File: src/rtl/rbfk_pkg.sv
// Package for the 2D squared-exponential kernel and gradient block.
// Holds the item structs, stage payload structs, register indexes and fixed-point constants.
// Depends on nothing; every other file of the block imports it.
package rbfk_pkg;

   localparam int COORD_WIDTH  = 16;
   localparam int MAG_WIDTH    = COORD_WIDTH + 1;
   localparam int SQ_IN_WIDTH  = 15;
   localparam int SQ_WIDTH     = 2 * SQ_IN_WIDTH;
   localparam int D2_WIDTH     = SQ_WIDTH + 1;
   localparam int CFG_WIDTH    = 16;
   localparam int X_WIDTH      = CFG_WIDTH + SQ_WIDTH;
   localparam int X_RANGE      = 41;
   localparam int LOG2E_WIDTH  = 21;
   localparam int B_WIDTH      = X_RANGE + LOG2E_WIDTH;
   localparam int FRAC_WIDTH   = 45;
   localparam int SHIFT_WIDTH  = 5;
   localparam int WEIGHT_WIDTH = 16;
   localparam int E_WIDTH      = 33;
   localparam int G_WIDTH      = 2 * CFG_WIDTH;
   localparam int M_WIDTH      = G_WIDTH + E_WIDTH - 16;
   localparam int M_LO_WIDTH   = 24;
   localparam int M_HI_WIDTH   = M_WIDTH - M_LO_WIDTH;
   localparam int PL_WIDTH     = M_LO_WIDTH + MAG_WIDTH;
   localparam int PH_WIDTH     = M_HI_WIDTH + MAG_WIDTH;
   localparam int COV_WIDTH    = 24;
   localparam int GRAD_WIDTH   = 32;
   localparam int CSR_INDEX_WIDTH = 8;

   localparam logic [CSR_INDEX_WIDTH-1:0] CSR_SIGNAL_VARIANCE = 8'd0;
   localparam logic [CSR_INDEX_WIDTH-1:0] CSR_INV_LENGTH_SQ   = 8'd1;

   localparam logic [CFG_WIDTH-1:0] SIGNAL_VARIANCE_RESET = 16'd256;
   localparam logic [CFG_WIDTH-1:0] INV_LENGTH_SQ_RESET   = 16'd256;

   localparam logic [63:0] LN2_Q32 = 64'd2977044472;
   localparam logic [63:0] ONE_Q32 = 64'h0000_0001_0000_0000;
   localparam logic [LOG2E_WIDTH-1:0] LOG2E_Q20 = 21'd1512775;
   localparam logic [23:0] ROUND_Q24 = 24'h80_0000;
   localparam logic [GRAD_WIDTH-1:0] GRAD_POS_MAX = 32'h7FFF_FFFF;
   localparam logic [GRAD_WIDTH-1:0] GRAD_NEG_MAG = 32'h8000_0000;

   typedef struct packed {
      logic signed [COORD_WIDTH-1:0] point_x;
      logic signed [COORD_WIDTH-1:0] point_y;
      logic signed [COORD_WIDTH-1:0] basis_x;
      logic signed [COORD_WIDTH-1:0] basis_y;
   } req_type;

   typedef struct packed {
      logic [COV_WIDTH-1:0]         covariance;
      logic signed [GRAD_WIDTH-1:0] grad_x;
      logic signed [GRAD_WIDTH-1:0] grad_y;
   } rsp_type;

   // Offset sign and magnitude, carried alongside the exponent path.
   typedef struct packed {
      logic                 neg_x;
      logic                 neg_y;
      logic [MAG_WIDTH-1:0] mag_x;
      logic [MAG_WIDTH-1:0] mag_y;
   } side_type;

   typedef struct packed {
      logic               ok;
      logic [B_WIDTH-1:0] b;
      side_type           side;
   } arg_type;

   typedef struct packed {
      logic [E_WIDTH-1:0] e;
      side_type           side;
   } decay_type;

endpackage

File: src/rtl/rbfk_dist.sv
// Offset, squared distance and exponent argument stages of the kernel pipeline.
// Four register stages; depends on rbfk_pkg.
module rbfk_dist (
   input  logic                        clock,
   input  logic                        reset,
   input  logic                        in_valid,
   input  rbfk_pkg::req_type           in_item,
   input  logic [rbfk_pkg::CFG_WIDTH-1:0] inv_length_sq,
   output logic                        out_valid,
   output rbfk_pkg::arg_type           out_arg
);
   import rbfk_pkg::*;

   logic signed [MAG_WIDTH-1:0] ox, oy;
   side_type side1_in, side1_ff, side2_ff, side3_ff, side4_ff;
   logic near1_in, near1_ff, near2_ff;
   logic v1_ff, v2_ff, v3_ff, v4_ff;
   logic [SQ_WIDTH-1:0] sx_in, sy_in, sx_ff, sy_ff;
   logic [D2_WIDTH-1:0] d2;
   logic ok3_in, ok3_ff, ok4_in, ok4_ff;
   logic [X_WIDTH-1:0] x_in, x_ff;
   logic [B_WIDTH-1:0] b_in, b_ff;

   always_comb begin
      ox = MAG_WIDTH'(in_item.point_x) - MAG_WIDTH'(in_item.basis_x);
      oy = MAG_WIDTH'(in_item.point_y) - MAG_WIDTH'(in_item.basis_y);
      side1_in.neg_x = ox[MAG_WIDTH-1];
      side1_in.neg_y = oy[MAG_WIDTH-1];
      side1_in.mag_x = ox[MAG_WIDTH-1] ? MAG_WIDTH'(-ox) : MAG_WIDTH'(ox);
      side1_in.mag_y = oy[MAG_WIDTH-1] ? MAG_WIDTH'(-oy) : MAG_WIDTH'(oy);
      // A component of 2^15 or more already puts d2 past the table range.
      near1_in = (side1_in.mag_x[MAG_WIDTH-1:SQ_IN_WIDTH] == '0) &&
                 (side1_in.mag_y[MAG_WIDTH-1:SQ_IN_WIDTH] == '0);
   end

   always_comb begin
      sx_in = SQ_WIDTH'(side1_ff.mag_x[SQ_IN_WIDTH-1:0]) *
              SQ_WIDTH'(side1_ff.mag_x[SQ_IN_WIDTH-1:0]);
      sy_in = SQ_WIDTH'(side1_ff.mag_y[SQ_IN_WIDTH-1:0]) *
              SQ_WIDTH'(side1_ff.mag_y[SQ_IN_WIDTH-1:0]);
   end

   always_comb begin
      d2     = D2_WIDTH'(sx_ff) + D2_WIDTH'(sy_ff);
      ok3_in = near2_ff && !d2[D2_WIDTH-1];
      x_in   = X_WIDTH'(inv_length_sq) * X_WIDTH'(d2[SQ_WIDTH-1:0]);
   end

   always_comb begin
      ok4_in = ok3_ff && (x_ff[X_WIDTH-1:X_RANGE] == '0);
      b_in   = B_WIDTH'(x_ff[X_RANGE-1:0]) * B_WIDTH'(LOG2E_Q20);
   end

   always_ff @(posedge clock) begin
      if (reset) begin
         v1_ff <= 1'b0;
         v2_ff <= 1'b0;
         v3_ff <= 1'b0;
         v4_ff <= 1'b0;
      end else begin
         v1_ff <= in_valid;
         v2_ff <= v1_ff;
         v3_ff <= v2_ff;
         v4_ff <= v3_ff;
      end
      side1_ff <= side1_in;
      near1_ff <= near1_in;
      side2_ff <= side1_ff;
      near2_ff <= near1_ff;
      sx_ff    <= sx_in;
      sy_ff    <= sy_in;
      side3_ff <= side2_ff;
      ok3_ff   <= ok3_in;
      x_ff     <= x_in;
      side4_ff <= side3_ff;
      ok4_ff   <= ok4_in;
      b_ff     <= b_in;
   end

   assign out_valid    = v4_ff;
   assign out_arg.ok   = ok4_ff;
   assign out_arg.b    = b_ff;
   assign out_arg.side = side4_ff;

endmodule

File: config.mk
export PLATFORM = sky130hd
export DESIGN_NAME = rbfk_dist
export DESIGN_NICKNAME = d
export VERILOG_FILES = /design/src/rtl/rbfk_pkg.sv /design/src/rtl/rbfk_dist.sv
export SDC_FILE = /design/constraint.sdc
export NUM_CORES = 2
export LEC_CHECK = 0
export ABC_AREA = 1
export BUFFER_PORTS_ARGS = -buffer_cell sky130_fd_sc_hd__buf_4
export CORE_ASPECT_RATIO = 0.75
export CORE_MARGIN = 1
export CORE_UTILIZATION = 30
export DETAILED_ROUTE_END_ITERATION = 16
export PLACE_DENSITY = 0.41
export SLEW_MARGIN = 20
export SYNTH_ARGS = -nofsm -noshare
export SYNTH_HDL_FRONTEND = slang
export SYNTH_SLANG_ARGS = --single-unit
File: constraint.sdc
create_clock -name clock -period 9.55 [get_ports clock]
set_clock_uncertainty 0.1 [all_clocks]
set_input_delay 2.865 -clock clock [delete_from_list [all_inputs] [get_ports clock]]
set_output_delay 2.865 -clock clock [all_outputs]
set_load 0.02 [all_outputs]
==> qor.yml <==
outcome:
  status: "finished, final reports clean"
logic_synthesis:
  yosysWarnings: 0
  async_flop_share_pct: 0
  synth-edff-count: 0
  synth.ff_latch_count: 316
  yosysSeqAreaShare_pct: 11.51
  syn_area_per_cell_um2: 8.332
  synthFlopType: "dfxtp_1"
  synth.distinct_cells: 52
  synth_area_mm2: 0.05498
  postSynthCellCount: 6599
  synth_nets: 8376
route:
  avgRoutedWirePerCell_um: 17.79
  route.detailed.drc: 0
  vias: 41140
  drt_wl_total_um: 163300
  firstDrtPassIters: 6
  final_antenna_net_count: 0
  viasPerCell: 4.481
  drt_iter0_drc: 2317
critical_path:
  end_kind: "flop"
  crit_arrival_ns: 8.88
  cp-start-kind: "input port"
  path_class: "in2reg"
  worstPathRequired_ns: 9.97
  critPathMaxFanout: 19
clock_tree:
  cts_root_buf: "clkbuf_16"
  cts.clk_slew.worst_paths_ns: 0.06
  post_cts_buffers: 0
  cts.sinks: 316
  cts_tree: "done"
  ctsLongestPathBuffers: 3
  cts_resized: 0
  hold_buffers: 0
  insertion_delay_ns: 0.60
  cts_made_buffers: 36
  htreeDepth: 2
final_layout:
  design_area_mm2: 0.06056
  drive_gt1_share_pct: 5.766
  syn2layout_area_growth_pct: 10.15
  nets: 8530
  layout_common_cells: "inv_1 (1787), nand2_1 (1137), fa_1 (995)"
  final_common_cell: "inv_1"
timing:
  min_period_ns: 8.465
  period_share_pct: 88.64
  slew_headroom_pct: 24.38
  rsz0062_at_grt: "false"
  max_freq_mhz: 118.1
  maxSlewViolCount: 0
  worstMarginPinSlew_ns: 1.134
  fin_tns_setup_ns: 0
  timing.final.hold_violations: 0
  setup_viol: 0
floorplanning:
  core_mm2: 0.1812
  start_util_pct: 30.34
  ioPinCount: 183
  die_area_mm2: 0.1850
  fp-row-count: 135
  die_x_um: 496.3
  dieHeight_um: 372.7
worst_hold_path:
  min_path_type: "reg2reg"
grt:
  overflow: 0
  grt_first_pass_wirelength_um: 255900
  track_usage_pct: 17.99
  grt_pass1_vias: 43510
  antenna_found_initial: 3
  grt_max_degree: 25
place:
  port_buffers: 182
  gp_congestion: 0.9009
  place_area_mm2: 0.05925
  hpwl_um: 144400
run:
  maxCapViolations: 0
worst max-delay path: stages:
cell	delay, ns
buf_4	0.18
clkinv_1	0.56
nor2_1	0.37
fa_1	0.43
inv_1	0.09
fa_1	0.44
fa_1	0.52
inv_1	0.05
fa_1	0.49
fa_1	0.50
inv_1	0.05
fa_1	0.47
inv_1	0.04
ha_1	0.37
a21oi_1	0.21
inv_1	0.07
a31oi_1	0.22
o21ai_0	0.12
a21oi_1	0.19
o21ai_0	0.24
a21oi_1	0.26
xnor2_1	0.13
kinds of logic (layout without fill, tap and decap cells):
group | Yosys count | count (layout) | share of synthesized area [%]
fa+ha+maj | 1694 | 1694 | 52.14
flops | 316 | 316 | 11.51
other cells | 0 | 4 | 0
buf+inv | 1915 | 2097 | 13.18
xor+xnor | 199 | 199 | 3.197
simple gates | 1995 | 1995 | 15.02
compound gates | 480 | 480 | 4.954
per-layer routing:
metal,track usage (%),routed length [um]
met4,2.257,1968
met3,2.211,6987
met5,0,0
met2,28.68,73710
met1,26.44,80680
stage by stage:
| step | worst slack [ns] | cells | util [%] | hold slack [ns] |
|---|---|---|---|---|
| 2_1_floorplan | 1.386 | 6599 | - | 0.2096 |
| 3_3_place_gp | 0.5722 | 9112 | 32.68 | 0.2105 |
| 3_5_place_dp | 0.5418 | 9112 | 32.69 | 0.2121 |
| 4_1_cts | 1.177 | 9178 | 33.41 | 0.2259 |
| 5_1_grt | 0.7672 | 9181 | 33.41 | 0.2306 |
| 6_report | 1.085 | 9182 | 33.41 | 0.2253 |
sequential cells by signal, summed over array words and instances, names as in the netlist, 29 cells and up:
name	flops
sy_ff	29
out_arg	36
side3_ff	36
b_ff	62
sx_ff	29
side1_ff	36
side2_ff	34
x_ff	46
path summary, 6_finish.rpt:
check | start | to | slack (ns) | depth (start not counted)
min reg2reg | side2_ff[28]$_DFF_P_ | side3_ff[28]$_DFF_P_ | 0.23 | 0
min | side2_ff[28]$_DFF_P_ | side3_ff[28]$_DFF_P_ | 0.23 | 0
max | inv_length_sq[4] | x_ff[37]$_DFF_P_ | 1.08 | 22
max reg2reg | sx_ff[5]$_DFF_P_ | x_ff[37]$_DFF_P_ | 1.29 | 31
layout make-up:
type | count | area [um2]
clock buffer | 43 | 977.2
sequential | 316 | 6326
fill | 19380 | 120700
timing repair buffer | 225 | 1689
clock inverter | 23 | 324.1
antenna | 4 | 10.01
tap | 2397 | 2999
inverter | 1806 | 6782
multi-input combinational | 4368 | 41450
cell usage after synthesis, types with 8 or more instances:
cell type / instances / area share (%)
a21boi_0: 8 / 0.11
a21o_1: 38 / 0.52
a21oi_1: 232 / 2.1
a31oi_1: 26 / 0.30
buf_2: 12 / 0.11
clkbuf_1: 90 / 0.61
dfxtp_1: 316 / 12
fa_1: 995 / 36
ha_1: 699 / 16
inv_1: 1787 / 12
inv_2: 15 / 0.10
nand2_1: 1137 / 7.8
nand2_2: 20 / 0.23
nand3_1: 228 / 2.1
nand3b_1: 12 / 0.16
nand4_1: 29 / 0.33
nor2_1: 450 / 3.1
nor2_2: 16 / 0.18
nor3_1: 33 / 0.30
nor4_1: 9 / 0.10
o211ai_1: 9 / 0.12
o21a_1: 9 / 0.12
o21ai_0: 112 / 1.0
o21bai_1: 24 / 0.33
or2_1: 14 / 0.16
or2_2: 24 / 0.27
xnor2_1: 55 / 0.88
xor2_1: 142 / 2.3
Power is left out: the tool's default activity adds up to more than one toggle a clock period on the data nets, which glitch-free logic cannot reach.
